[config.mk]
export PLATFORM = sky130hd
export DESIGN_NAME = sali_arith
export DESIGN_NICKNAME = d
export VERILOG_FILES = /design/src/design/sali_pkg.sv /design/src/design/sali_arith.sv
export SDC_FILE = /design/constraint.sdc
export NUM_CORES = 1
export LEC_CHECK = 0
export BUFFER_PORTS_ARGS = -buffer_cell sky130_fd_sc_hd__buf_2
export CAP_MARGIN = 20
export CORE_MARGIN = 4
export CORE_UTILIZATION = 35
export DETAILED_ROUTE_END_ITERATION = 6
export PLACE_DENSITY = 0.49
export REMOVE_ABC_BUFFERS = 1
export SLEW_MARGIN = 20
export SYNTH_ARGS = -nofsm -noshare
export SYNTH_HDL_FRONTEND = slang
export SYNTH_SLANG_ARGS = --single-unit
[constraint.sdc]
create_clock -name i_clk -period 8.04 [get_ports i_clk]
set_clock_uncertainty 0.15 [all_clocks]
set_input_delay 2.01 -clock i_clk [delete_from_list [all_inputs] [get_ports i_clk]]
set_output_delay 2.01 -clock i_clk [all_outputs]
set_load 0.01 [all_outputs]
[src/design/sali_pkg.sv]
`timescale 1ns / 1ps
`default_nettype none
// ----------------------------------------------------------------------------
// sali_pkg
// Shared types and constants of the sparse anchor line interpolator.
// ----------------------------------------------------------------------------
package sali_pkg;

    localparam int VAL_W = 12;  // anchor / mapped coordinate width
    localparam int POS_W = 11;  // position and line length width

    localparam logic OP_WRITE = 1'b0;
    localparam logic OP_QUERY = 1'b1;

    localparam logic CFG_LINE_LENGTH = 1'b0;
    localparam logic CFG_END_VALUE   = 1'b1;

    localparam logic [POS_W-1:0] LEN_RESET    = 11'd1024;
    localparam logic [VAL_W-1:0] END_RESET    = 12'd1024;
    localparam logic [VAL_W-1:0] LEFT_DEFAULT = 12'd1;

    typedef enum logic [3:0] {
        ST_CLEAR,
        ST_IDLE,
        ST_CTR_RD,
        ST_CTR_CHK,
        ST_LEFT,
        ST_RIGHT,
        ST_LAUNCH,
        ST_WAIT
    } t_state;

    typedef enum logic [2:0] {
        AR_IDLE,
        AR_MUL_A,
        AR_MUL_B,
        AR_DIV,
        AR_ROUND
    } t_arith_state;

endpackage
`default_nettype wire

[src/design/sali_arith.sv]
`timescale 1ns / 1ps
`default_nettype none
// ----------------------------------------------------------------------------
// sali_arith
// Weighted sum of two anchors, then restoring division one bit per cycle
// with round-half-to-even on the quotient.
// ----------------------------------------------------------------------------
module sali_arith
    import sali_pkg::*;
#(
    parameter int DW = 11
) (
    input  wire logic             i_clk,
    input  wire logic             i_rst_n,
    input  wire logic             i_start,
    input  wire logic [VAL_W-1:0] i_a1,
    input  wire logic [VAL_W-1:0] i_a2,
    input  wire logic [DW-1:0]    i_d1,
    input  wire logic [DW-1:0]    i_d2,
    output logic                  o_done,
    output logic      [VAL_W-1:0] o_quot
);

    localparam int NW = VAL_W + DW + 1;
    localparam int CW = $clog2(NW + 1);

    t_arith_state r_state, n_state;
    logic [NW-1:0]  r_num, n_num;
    logic [DW-1:0]  r_rem, n_rem;
    logic [DW-1:0]  r_den, n_den;
    logic [CW-1:0]  r_cnt, n_cnt;
    logic           n_done;
    logic [VAL_W-1:0] n_quot;

    logic [DW:0]    trial;
    logic           fits;
    logic [DW:0]    twice_rem;
    logic           round_up;

    assign trial     = {r_rem, r_num[NW-1]};
    assign fits      = trial >= {1'b0, r_den};
    assign twice_rem = {r_rem, 1'b0};
    assign round_up  = (twice_rem > {1'b0, r_den})
                    || ((twice_rem == {1'b0, r_den}) && r_num[0]);

    always_comb begin
        n_state = r_state;
        case (r_state)
            AR_IDLE:  if (i_start) n_state = AR_MUL_A;
            AR_MUL_A: n_state = AR_MUL_B;
            AR_MUL_B: n_state = AR_DIV;
            AR_DIV:   if (r_cnt == CW'(1)) n_state = AR_ROUND;
            AR_ROUND: n_state = AR_IDLE;
            default:  n_state = AR_IDLE;
        endcase
    end

    always_comb begin
        n_num  = r_num;
        n_rem  = r_rem;
        n_den  = r_den;
        n_cnt  = r_cnt;
        n_done = 1'b0;
        n_quot = o_quot;
        case (r_state)
            AR_MUL_A: begin
                n_num = NW'(i_a1) * NW'(i_d2);
            end
            AR_MUL_B: begin
                n_num = r_num + NW'(i_a2) * NW'(i_d1);
                n_den = DW'({1'b0, i_d1} + {1'b0, i_d2});
                n_rem = '0;
                n_cnt = CW'(NW);
            end
            AR_DIV: begin
                // shift the next dividend bit in, subtract when it fits
                n_rem = fits ? DW'(trial - {1'b0, r_den}) : DW'(trial);
                n_num = {r_num[NW-2:0], fits};
                n_cnt = r_cnt - CW'(1);
            end
            AR_ROUND: begin
                n_done = 1'b1;
                n_quot = r_num[VAL_W-1:0] + VAL_W'(round_up);
            end
            default: begin
            end
        endcase
    end

    always_ff @(posedge i_clk) begin
        if (!i_rst_n) begin
            r_state <= AR_IDLE;
            o_done  <= 1'b0;
        end else begin
            r_state <= n_state;
            o_done  <= n_done;
        end
        r_num  <= n_num;
        r_rem  <= n_rem;
        r_den  <= n_den;
        r_cnt  <= n_cnt;
        o_quot <= n_quot;
    end

endmodule
`default_nettype wire

; Yosys cells after proc, flatten, opt, wreduce, memory -nomap -nowiden
; Index checks and enable logic that the tools add are counted.
[op_classes]
order_cmp = 2
mux = 8
n_eq_ne = 8
n_addsub = 5
mul = 2
n_reduce_logical = 6
[op_table]
columns = operator, n
row1 = 24-bit one-hot mux with 3 select lines, 1
row2 = 12-bit by 11-bit multiplier with 23-bit output, 2
row3 = 24-bit by 23-bit adder with 24-bit output, 1
row4 = 11-bit one-hot mux with 2 select lines, 1
row5 = 12-bit by 1-bit adder with 12-bit output, 1
row6 = 12-bit by 11-bit == test with 1-bit output, 1
row7 = 12-bit by 11-bit greater-or-equal comparator with 1-bit output, 1
row8 = 12-bit by 11-bit > comparator with 1-bit output, 1
row9 = 3-bit one-hot mux with 4 select lines, 1
row10 = 11-bit adder, 1
row11 = 11-bit two-way mux, 1
row12 = 11-bit subtractor, 1
row13 = 5-bit one-hot mux with 2 select lines, 1
row14 = 3-bit by 2-bit == test with 1-bit output (second input constant), 2
row15 = 3-bit two-way mux, 2
row16 = 5-bit by 1-bit == test with 1-bit output (second input constant), 1
row17 = 5-bit by 1-bit subtractor with 5-bit output (second input constant), 1
row18 = 2-bit != test (second input constant), 2
row19 = 3-bit by 1-bit == test with 1-bit output (second input constant), 1
row20 = 3-bit == test (second input constant), 1
row21 = 3-bit zero test, 1
row22 = 3-bit nonzero test, 1
row23 = 2-bit AND reduction, 1
row24 = 2-bit nonzero test, 1
row25 = other kinds (3), 3
[totals]
reg_bits = 67
wordCells = 38
input_bits = 49
output_inout_bits = 13

; Longest topological paths before layout
; Gate-level depths: netlist of the first run.
[depth]
depth_word = 4
mapped_depth = 21
mapped_depth_nobuf = 19

; Worst setup path before layout of the first run
; Ideal clock, no wire load.
[synth_timing]
path_kind = input-to-reg
from = in i_a2[7]
to = reg r_num[23] (data pin)
n_path_buf = 2
path_slack_ns = 0.841
path_stages = 20
arrival_time_ns = 6.788
cell_sequence = clkbuf_1 and2_1 fa_1 inv_1 fa_1 inv_1 fa_1 fa_1 inv_1 fa_1 inv_1 ha_1 buf_6 a21o_1 a21o_1 a2111oi_4 o21bai_1 a221oi_2 xnor2_1 o21ai_1
[synth_via]
elab_chain_len = 3
[synth_lines]
columns = item, line
row1 = start: declaration, sali_arith.sv:17  ; input wire logic [VAL_W-1:0] i_a2,
row2 = 12-bit by 11-bit multiplier with 23-bit output, sali_arith.sv:70  ; n_num = r_num + NW'(i_a2) * NW'(i_d1);
row3 = 24-bit by 23-bit adder with 24-bit output, sali_arith.sv:70
row4 = 24-bit one-hot mux with 3 select lines, sali_arith.sv:65  ; case (r_state)
row5 = net n_num[23], sali_arith.sv:28  ; logic [NW-1:0] r_num, n_num;
row6 = end signal: assignment, sali_arith.sv:98  ; r_num <= n_num;
row7 = end: declaration, sali_arith.sv:28
; The timed path passes the listed nets, and every way through them passes these cells.
; A chain may end at the register's enable or synchronous reset.

; Worst setup path after layout of the first run
[layout_timing]
from = in i_d1[10]
to = reg r_num[21] (data pin)
[layout_via]
elab_chain_len = 3
[layout_lines]
columns = item, line
row1 = start: declaration, sali_arith.sv:18  ; input wire logic [DW-1:0] i_d1,
row2 = 12-bit by 11-bit multiplier with 23-bit output, sali_arith.sv:70
row3 = 24-bit by 23-bit adder with 24-bit output, sali_arith.sv:70
row4 = 24-bit one-hot mux with 3 select lines, sali_arith.sv:65
row5 = net n_num[21], sali_arith.sv:28
; The timed path passes the listed nets, and every way through them passes these cells.

==> results of run 1 <==
==> final cells by class <==
| class | count | area share |
|---|---|---|
| Clock buffer | 9 | 0.0154 |
| Tap cell | 511 | 0.0438 |
| Sequential cell | 67 | 0.135 |
| Timing Repair Buffer | 66 | 0.0235 |
| Clock inverter | 7 | 0.00849 |
| Multi-Input combinational cell | 1080 | 0.689 |
| Inverter | 328 | 0.0844 |
==> worst max-delay path by stage <==
stage                     end  startpoint  slack [ns]
floorplan           r_num[23]     i_a2[6]        1.04
global placement    r_num[21]     i_a2[7]        0.57
detailed placement  r_num[21]     i_a2[7]        0.50
CTS                 r_num[21]     i_a2[7]        0.82
global route        r_num[21]     i_a2[6]        0.52
finish              r_num[21]    i_d1[10]        0.81
==> metal layers <==
layer	up-vias	routed length [microns]	track usage
li1	4880	-	-
met1	4946	17700	0.254
met2	186	14600	0.259
met3	24	1230	0.0143
met4	0	388	0.0318
met5	-	0	0
==> sequential cells by signal, indices dropped and copies added, names as in the netlist <==
register,cells
o_done,1
o_quot,12
r_cnt,5
r_den,11
r_num,24
r_rem,11
r_state,3
==> power by group through the flow <==
stage               combinational (mW)  sequential, mW  clock [mW]
global route                      5.86           0.609       0.493
finish                            5.13           0.601       0.467
detailed placement                5.07           0.607           0
global placement                  5.10           0.607           0
CTS                               5.14           0.600       0.477
floorplan                         3.95           0.583           0
==> per-stage QoR <==
stage | std cells | util | power (mW)
2_1_floorplan | 1475 | - | 4.54
5_1_grt | 2068 | 0.385 | 6.96
3_3_place_gp | 2052 | 0.376 | 5.71
3_5_place_dp | 2052 | 0.376 | 5.68
4_1_cts | 2068 | 0.385 | 6.22
6_report | 2068 | 0.385 | 6.20
==> critical path: cells and delay by family <==
family | cells | cell delay, ns
fa+ha+maj | 6 | 3.09
compound gates | 5 | 1.11
simple gates | 3 | 0.55
buf+inv | 5 | 0.40
==> layout by cell type, fill, tap and decap left out, types with 5 or more instances in the layout <==
cell       count
o31ai_1        5
edfxtp_1      63
a21oi_1       51
o211ai_1       8
nand2b_1       8
nand4_1        5
a21boi_0       5
a31oi_1        7
o21a_1        11
o21ai_1        6
nor2b_1        8
o21bai_1       6
clkbuf_16      9
buf_2         61
o21ai_0       41
nor2_1        52
mux2i_1        6
xnor2_1       33
nand2_1      211
a21o_1        19
ha_1         146
nor3_1        18
fa_1         203
and2_1       103
buf_4          5
inv_1        328
a211oi_1      14
and3_1        10
nand3_1       21
xor2_1        20
==> cells by family after synthesis <==
logic type / Yosys count
buffers and inverters: 392
adders and majority gates: 349
xor gates and xnor gates: 53
DFF: 67
and+or+nand+nor: 461
muxes: 6
AOI/OAI and AO/OA: 211
==> qor.txt, run 1 <==
Root Buffer -> clkbuf_16
logic gate share of total power -> 0.828
WHS Endpoint -> r_state[0]
wire per inst -> 16.4 microns
CP peak stage delay -> 0.57 ns
Seq pwr share -> 0.097
Total Wirelength -> 33.9 mm
endpoints failing setup -> 0
GPL Wtd Cong -> 0.830
post-route design area -> 0.0146 sq mm
H-tree Lvls -> 3
Psw -> 3.24 mW
Post-synth top flop -> edfxtp_1
Final ANT Viol Nets -> 0
TritonCTS Buffers -> 9
type of the worst min-delay path -> register to register
Hold Startpoint -> r_state[1]
pre-CTS worst setup slack -> 0.504 ns
IO Pins -> 62
Seq cells post-synth -> 67
first-pass GRT wire length -> 55.7 mm
diode count -> 0
most instantiated cells after synthesis -> 328 x inv_1, 211 x nand2_1, 203 x fa_1
r2r endpoint -> r_num[18]
CP startpoint kind -> input pin
vias per cell -> 4.85
Detailed Routing Iterations Pass 1 -> 7
RSZ-0062 raised after global routing -> false
fin crit period -> 7.23 ns
CTS tree -> built
area of the multi-input gates -> 0.0100 sq mm
actual slew at the worst max-slew pin -> 0.708 ns
Switching Share -> 0.523
P_int -> 2.96 mW
max-slew violations -> 0
PD cells -> 425 mW/mm^2
PortBufs -> 61
Fill cells -> 3916
LEAKAGE -> 7.19 nW
Die W -> 204 microns
Layout area overhead -> 8.02%
cell mode on critical path -> fa_1
Worst-Skew Late Latency -> 0.35 ns
Hold WS -> 0.372 ns
clk slew on worst S/H paths -> 0.06 ns
Starting DRT DRC Count -> 469
Detail Placement HPWL -> 28.1 mm
syn_area_per_cell -> 8.77 sq um
CP cell instances -> buf_2, and2_1, fa_1, inv_1, fa_1, inv_1, fa_1, fa_1, inv_1, fa_1, inv_1, ha_1, and4_2, a41o_1, a41oi_1, o211ai_1, a31o_1, a211oi_1, nand3b_1
area leader, netlist -> fa_1
mapped cell area -> 0.0135 sq mm
full die area -> 0.0418 sq mm
register area -> 0.00197 sq mm
setup repair bufs after CTS -> 0
top post-synthesis cells by area -> fa_1 30%, edfxtp_1 14%, ha_1 14%
post-cts hold buffer count -> 0
final worst-path setup slack -> 0.810 ns
Max Fclk -> 138 MHz
Reg2Reg Setup Slack -> 2.73 ns
Reg2Reg Depth -> 16
Synth Area in Simple Gates -> 0.164
largest net degree at the start of global routing -> 45
Req. time, crit path -> 7.97 ns
Initial Util -> 0.357
worst vdd ir -> 0.259 mV
Gate Count Post-Synth -> 1539
Congestion Overflow GR -> 0
final hold vios -> 0
Hold Crit Depth -> 2
adder-cell share of the synthesized area -> 0.436
die span in y -> 204 microns
Final Cycle Share -> 0.899
Post-synth ARST share -> 0
WP data arrival -> 7.16 ns
DRC viols -> 0
initial antenna violation count -> 0
clock share of power -> 0.075
main combinational cell family by area after synthesis -> adder cells
nets -> 1950
post-CTS sizing -> 0
critical path endpoint category -> register
sequential element share of the synthesized area -> 0.146
TNS Setup -> 0 ns
count leader, synth -> inv_1
Synth Area in Compound Gates -> 0.105
number of global-route vias before repair -> 10300
total core area -> 0.0378 sq mm
critical path's slowest cell -> fa_1
Std-Cell Rows -> 71
Via Count -> 10000
Post-Synth XOR/XNOR Area -> 0.0344
mux contribution to synthesized area -> 0.00445
Tot GR Track Use -> 0.166
Post-DP Area -> 0.0142 sq mm
Rel. slew slack -> 0.528
largest fanout on the critical path -> 13
MaxCap Viol Count -> 0
Reg2Reg Launch Point -> r_num[6]
synth warn -> 0
crit path kind -> input pin to register
status -> finished, final reports clean
Max Root-Sink Buffers -> 2
CTS Sinks -> 67
Synth top area share -> 0.301
layout cell share with drive strength beyond 1 -> 0.0623
EDFF count, synth -> 63
library cells used by synthesis -> 68
(Power assumes the default switching activity.)
==> run 2: changes to the inputs <==
Clock period 8.04 ns to 7.2 ns, I/O delays scaled along.
==> run 2 against run 1 <==
- total power rose by 14%
- wire length fell by 1.4%
- sequential power rose by 12%
- sequential cell count did not move
- combinational power rose by 16%
- utilization rose by 0.61 points
- critical path type unchanged
==> qor.txt, run 2 (synthesis results as in run 1) <==
Post-Layout Cell Count -> 2107
CTS Sinks -> 67
critical path endpoint category -> register
Worst-Skew Late Latency -> 0.34 ns
Fill cells -> 3901
post-cts hold buffer count -> 0
Rel. slew slack -> 0.516
post-CTS sizing -> 0
first-pass GRT wire length -> 56.7 mm
PortBufs -> 61
overall power -> 7.05 mW
TritonCTS Buffers -> 9
total core area -> 0.0378 sq mm
nets -> 1989
Initial Util -> 0.357
CP peak stage delay -> 0.55 ns
post-route design area -> 0.0148 sq mm
Layout area overhead -> 9.71%
PD cells -> 476 mW/mm^2
Via Count -> 10100
fin crit period -> 6.83 ns
IO Pins -> 62
RSZ-0062 raised after global routing -> false
final hold vios -> 0
Post-DP Area -> 0.0145 sq mm
Final Cycle Share -> 0.949
Top Registers -> r_num (24), o_quot (12)
critical path startpoint -> i_d1[4]
DRC viols -> 0
Worst path top cell family by delay -> adder cells
met3 WL -> 931 microns
CP startpoint kind -> input pin
CP Buf/Inv Count -> 5
WP data arrival -> 6.76 ns
Total Wirelength -> 33.4 mm
status -> finished, final reports clean
cell mode on critical path -> fa_1
die span in y -> 204 microns
initial antenna violation count -> 0
full die area -> 0.0418 sq mm
TNS Setup -> 0 ns
top routing layer in use -> met4
final worst-path setup slack -> 0.366 ns
Detail Placement HPWL -> 28.6 mm
largest net degree at the start of global routing -> 45
Die W -> 204 microns
most common cell after layout, fill and taps aside -> inv_1
MaxCap Viol Count -> 0
vias per cell -> 4.78
LEAKAGE -> 7.36 nW
Largest register FFs -> 24
endpoints failing setup -> 0
Tot GR Track Use -> 0.168
area of the multi-input gates -> 0.0100 sq mm
clk slew on worst S/H paths -> 0.06 ns
number of global-route vias before repair -> 10700
diode count -> 0
wl on met1 -> 17.2 mm
largest fanout on the critical path -> 13
worst vdd ir -> 0.367 mV
Max Fclk -> 146 MHz
critical path's slowest cell -> fa_1
cell count after placement -> 2091
wire per inst -> 15.9 microns
Std-Cell Rows -> 71
Final ANT Viol Nets -> 0
H-tree Lvls -> 3
Starting DRT DRC Count -> 371
Hold Startpoint -> r_state[2]
Detailed Routing Iterations Pass 1 -> 5
register area -> 0.00197 sq mm
most frequent cells in the layout -> 328 x inv_1, 211 x nand2_1, 203 x fa_1
actual slew at the worst max-slew pin -> 0.726 ns
CTS tree -> built
layout cell share with drive strength beyond 1 -> 0.0833
GPL Wtd Cong -> 0.826
Met2 Wirelength -> 15.1 mm
Req. time, crit path -> 7.12 ns
crit path kind -> input pin to register
max-slew violations -> 0
Reg2Reg Launch Point -> r_num[6]
Max Root-Sink Buffers -> 2
pre-CTS worst setup slack -> 0.00542 ns
type of the worst min-delay path -> register to register
setup repair bufs after CTS -> 0
Root Buffer -> clkbuf_16
Congestion Overflow GR -> 0
CP cell instances -> buf_2, nand2_1, fa_1, fa_1, inv_1, fa_1, fa_1, inv_1, fa_1, inv_1, ha_1, a21oi_1, nand2_1, nor3_1, a221oi_2, buf_4, a221oi_2, xnor2_1, o21ai_1
Reg with most FFs -> r_num
==> run 2: changes by cell type in the layout (fill, tap and decap cells not counted) <==
cell / change
buf_4: +39
clkinv_4: -1
bufinv_16: -2
clkinvlp_4: -1
clkinv_2: +2
inv_6: -1
clkbuf_1: +1
clkinv_1: +2
==> run 2: stage by stage <==
| step | hold WS [ns] | util |
|---|---|---|
| final | 0.373 | 0.391 |
| after global routing | 0.383 | 0.391 |
| after CTS | 0.375 | 0.391 |
| after detailed placement | 0.371 | 0.384 |
| after global placement | 0.366 | 0.384 |
| after floorplan | 0.336 | - |
==> run 2: layout make-up <==
type | instances | area share
Timing Repair Buffer | 105 | 0.0429
Clock inverter | 6 | 0.00380
Tap cell | 511 | 0.0432
Inverter | 328 | 0.0831
Multi-Input combinational cell | 1080 | 0.678
Sequential cell | 67 | 0.133
Clock buffer | 10 | 0.0155
==> run 2: worst paths after layout <==
| path | to | slack [ns] | depth (start not counted) |
|---|---|---|---|
| worst max register to register | r_num[18] | 2.07 | 16 |
| worst min-delay path | o_done | 0.37 | 1 |
| worst min register to register | o_done | 0.37 | 1 |
| worst max-delay path | r_num[23] | 0.37 | 19 |
==> run 2: layer usage <==
metal	track usage	up-vias
li1	-	4961
met1	0.255	4956
met2	0.268	149
met3	0.0116	15
met4	0.0261	0
met5	0	-
==> run 2: worst register-to-register path, stage by stage, from the launching register on <==
cell and delay (ns):
edfxtp_1 0.42, inv_1 0.15, fa_1 0.57, inv_1 0.06, fa_1 0.51, inv_1 0.05, fa_1 0.49, fa_1 0.55
inv_1 0.06, ha_1 0.34, o21ai_0 0.12, o21ai_1 0.21, nand3b_1 0.14, a21boi_1 0.43, a211oi_1 0.17, xnor2_1 0.15
a221o_1 0.32
==> run 2: power breakdown <==
group | internal, mW | switching [mW]
logic | 2.54 | 3.40
clock network | 0.265 | 0.164
registers | 0.599 | 0.0737
total | 3.41 | 3.64
==> run 3: changes to the inputs <==
Settings changed: ABC_CLOCK_PERIOD_IN_PS set to 7200, GPL_TIMING_DRIVEN set to 0.
==> run 3 against run 2 <==
- sequential cell count unchanged
- non-clock buffer count is 44 lower
- global-route usage is 0.46 points lower
- wire length decreased by 2.5%
- critical path depth did not move
- setup slack worse by 0.13 ns
- register-to-register slack improved by 0.10 ns
- design area down 1.3%
- sequential share of layout area grew 0.18 points
- count of clock-buffer cells in the layout stayed put
- maximum frequency fell by 1.8%
- via count fell by 0.92%
==> qor.txt, run 3 (synthesis results as in run 1) <==
nets -> 1945
Final ANT Viol Nets -> 0
DRC viols -> 0
Starting DRT DRC Count -> 440
clk slew on worst S/H paths -> 0.06 ns
die span in y -> 204 microns
LEAKAGE -> 7.18 nW
Reg2Reg Launch Point -> r_num[6]
crit path kind -> input pin to register
Reg with most FFs -> r_num
vias per cell -> 4.84
most frequent cells in the layout -> 327 x inv_1, 211 x nand2_1, 203 x fa_1
fin crit period -> 6.96 ns
PortBufs -> 61
Die W -> 204 microns
Worst-Skew Late Latency -> 0.34 ns
critical path startpoint -> i_d1[10]
GPL Wtd Cong -> 0.868
TNS Setup -> 0 ns
Hold Startpoint -> r_state[1]
IO Pins -> 62
endpoints failing setup -> 0
Rel. slew slack -> 0.456
worst vdd ir -> 0.309 mV
TritonCTS Buffers -> 9
largest fanout on the critical path -> 13
type of the worst min-delay path -> register to register
CTS tree -> built
Total Wirelength -> 32.6 mm
final hold vios -> 0
Std-Cell Rows -> 71
H-tree Lvls -> 3
Initial Util -> 0.357
CP startpoint kind -> input pin
number of global-route vias before repair -> 10400
Req. time, crit path -> 7.13 ns
WP data arrival -> 6.89 ns
Finished Core Util -> 0.386
Tot GR Track Use -> 0.163
Reg2Reg Setup Slack -> 2.17 ns
total core area -> 0.0378 sq mm
first-pass GRT wire length -> 55.2 mm
wire per inst -> 15.8 microns
most common cell after layout, fill and taps aside -> inv_1
actual slew at the worst max-slew pin -> 0.816 ns
Max Fclk -> 144 MHz
RSZ-0062 raised after global routing -> true
Detailed Routing Iterations Pass 1 -> 5
Largest register FFs -> 24
Congestion Overflow GR -> 0
diode count -> 0
setup repair bufs after CTS -> 0
MaxCap Viol Count -> 0
Layout area overhead -> 8.28%
Max Root-Sink Buffers -> 2
largest net degree at the start of global routing -> 45
initial antenna violation count -> 0
Root Buffer -> clkbuf_16
CTS Sinks -> 67
Detail Placement HPWL -> 26.7 mm
Hold Crit Depth -> 2
Top Registers -> r_num (24), o_quot (12)
PD cells -> 475 mW/mm^2
Via Count -> 9988
max-slew violations -> 0
full die area -> 0.0418 sq mm
status -> finished, final reports clean
layout cell share with drive strength beyond 1 -> 0.0651
Final Cycle Share -> 0.967
Reg2Reg Depth -> 16
critical path endpoint category -> register
run 3: cell types whose count changed in the layout (fill, tap and decap cells not counted), sizes merged:
cell,before,now
clkbuf,10,17
bufinv,1,4
clkinv,5,1
clkinvlp,0,1
buf,105,54
run 3: layer usage:
metal	up-vias	global-route usage	wire, microns
met4	0	0.0278	299
li1	4878	-	-
met1	4975	0.238	16600
met3	16	0.0148	875
met2	119	0.269	14900
met5	-	0	0
run 3: layout make-up:
type	count	area, sq um
clock buffers	10	239
clock inverters	6	136
flip-flops and latches	67	1970
repair buffers	61	323
inverters	328	1230
fillers	3933	23200
multi-input cells	1080	10100
well taps	511	639
run 3: power breakdown:
| group | switching (mW) | leakage, nW | internal, mW |
|---|---|---|---|
| Combinational | 3.32 | 6.38 | 2.39 |
| Clock | 0.172 | 0.179 | 0.383 |
| Sequential | 0.0824 | 0.624 | 0.599 |
| Total | 3.58 | 7.18 | 3.37 |
run 3: critical path, cell delays in order:
cell and delay (ns):
clkbuf_4 0.20, and2_1 0.19, fa_1 0.53, inv_1 0.05
fa_1 0.52, inv_1 0.05, fa_1 0.52, fa_1 0.56
inv_1 0.07, fa_1 0.54, inv_1 0.05, ha_2 0.33
and4_2 0.24, a41o_1 0.24, a41oi_1 0.16, o211ai_1 0.21
a31o_1 0.29, a211oi_2 0.22, nand3b_1 0.10
run 3: what timing repair did:
action / in CTS / in global routing
hold buffers: 0 / 0
resized for setup: 0 / 13
endpoints found under the setup margin: 0 / 3
run 3: worst paths after layout:
path,end
worst max-delay path,r_num[21]
worst min-delay path,r_state[0]
worst max register to register,r_num[21]
worst min register to register,r_state[0]
run 3: stage by stage:
| stage | hold slack (ns) | cells | power, mW | worst slack [ns] | area (sq um) |
|---|---|---|---|---|---|
| 6_report | 0.379 | 2063 | 6.95 | 0.238 | 14600 |
| 5_1_grt | 0.422 | 2063 | 7.89 | -0.0512 | 14600 |
| 4_1_cts | 0.382 | 2063 | 6.95 | 0.0800 | 14600 |
| 3_5_place_dp | 0.380 | 2047 | 6.32 | -0.270 | 14200 |
| 3_3_place_gp | 0.363 | 2047 | 6.31 | -0.229 | 14200 |
| 2_1_floorplan | 0.336 | 1475 | 5.07 | 0.408 | 13300 |
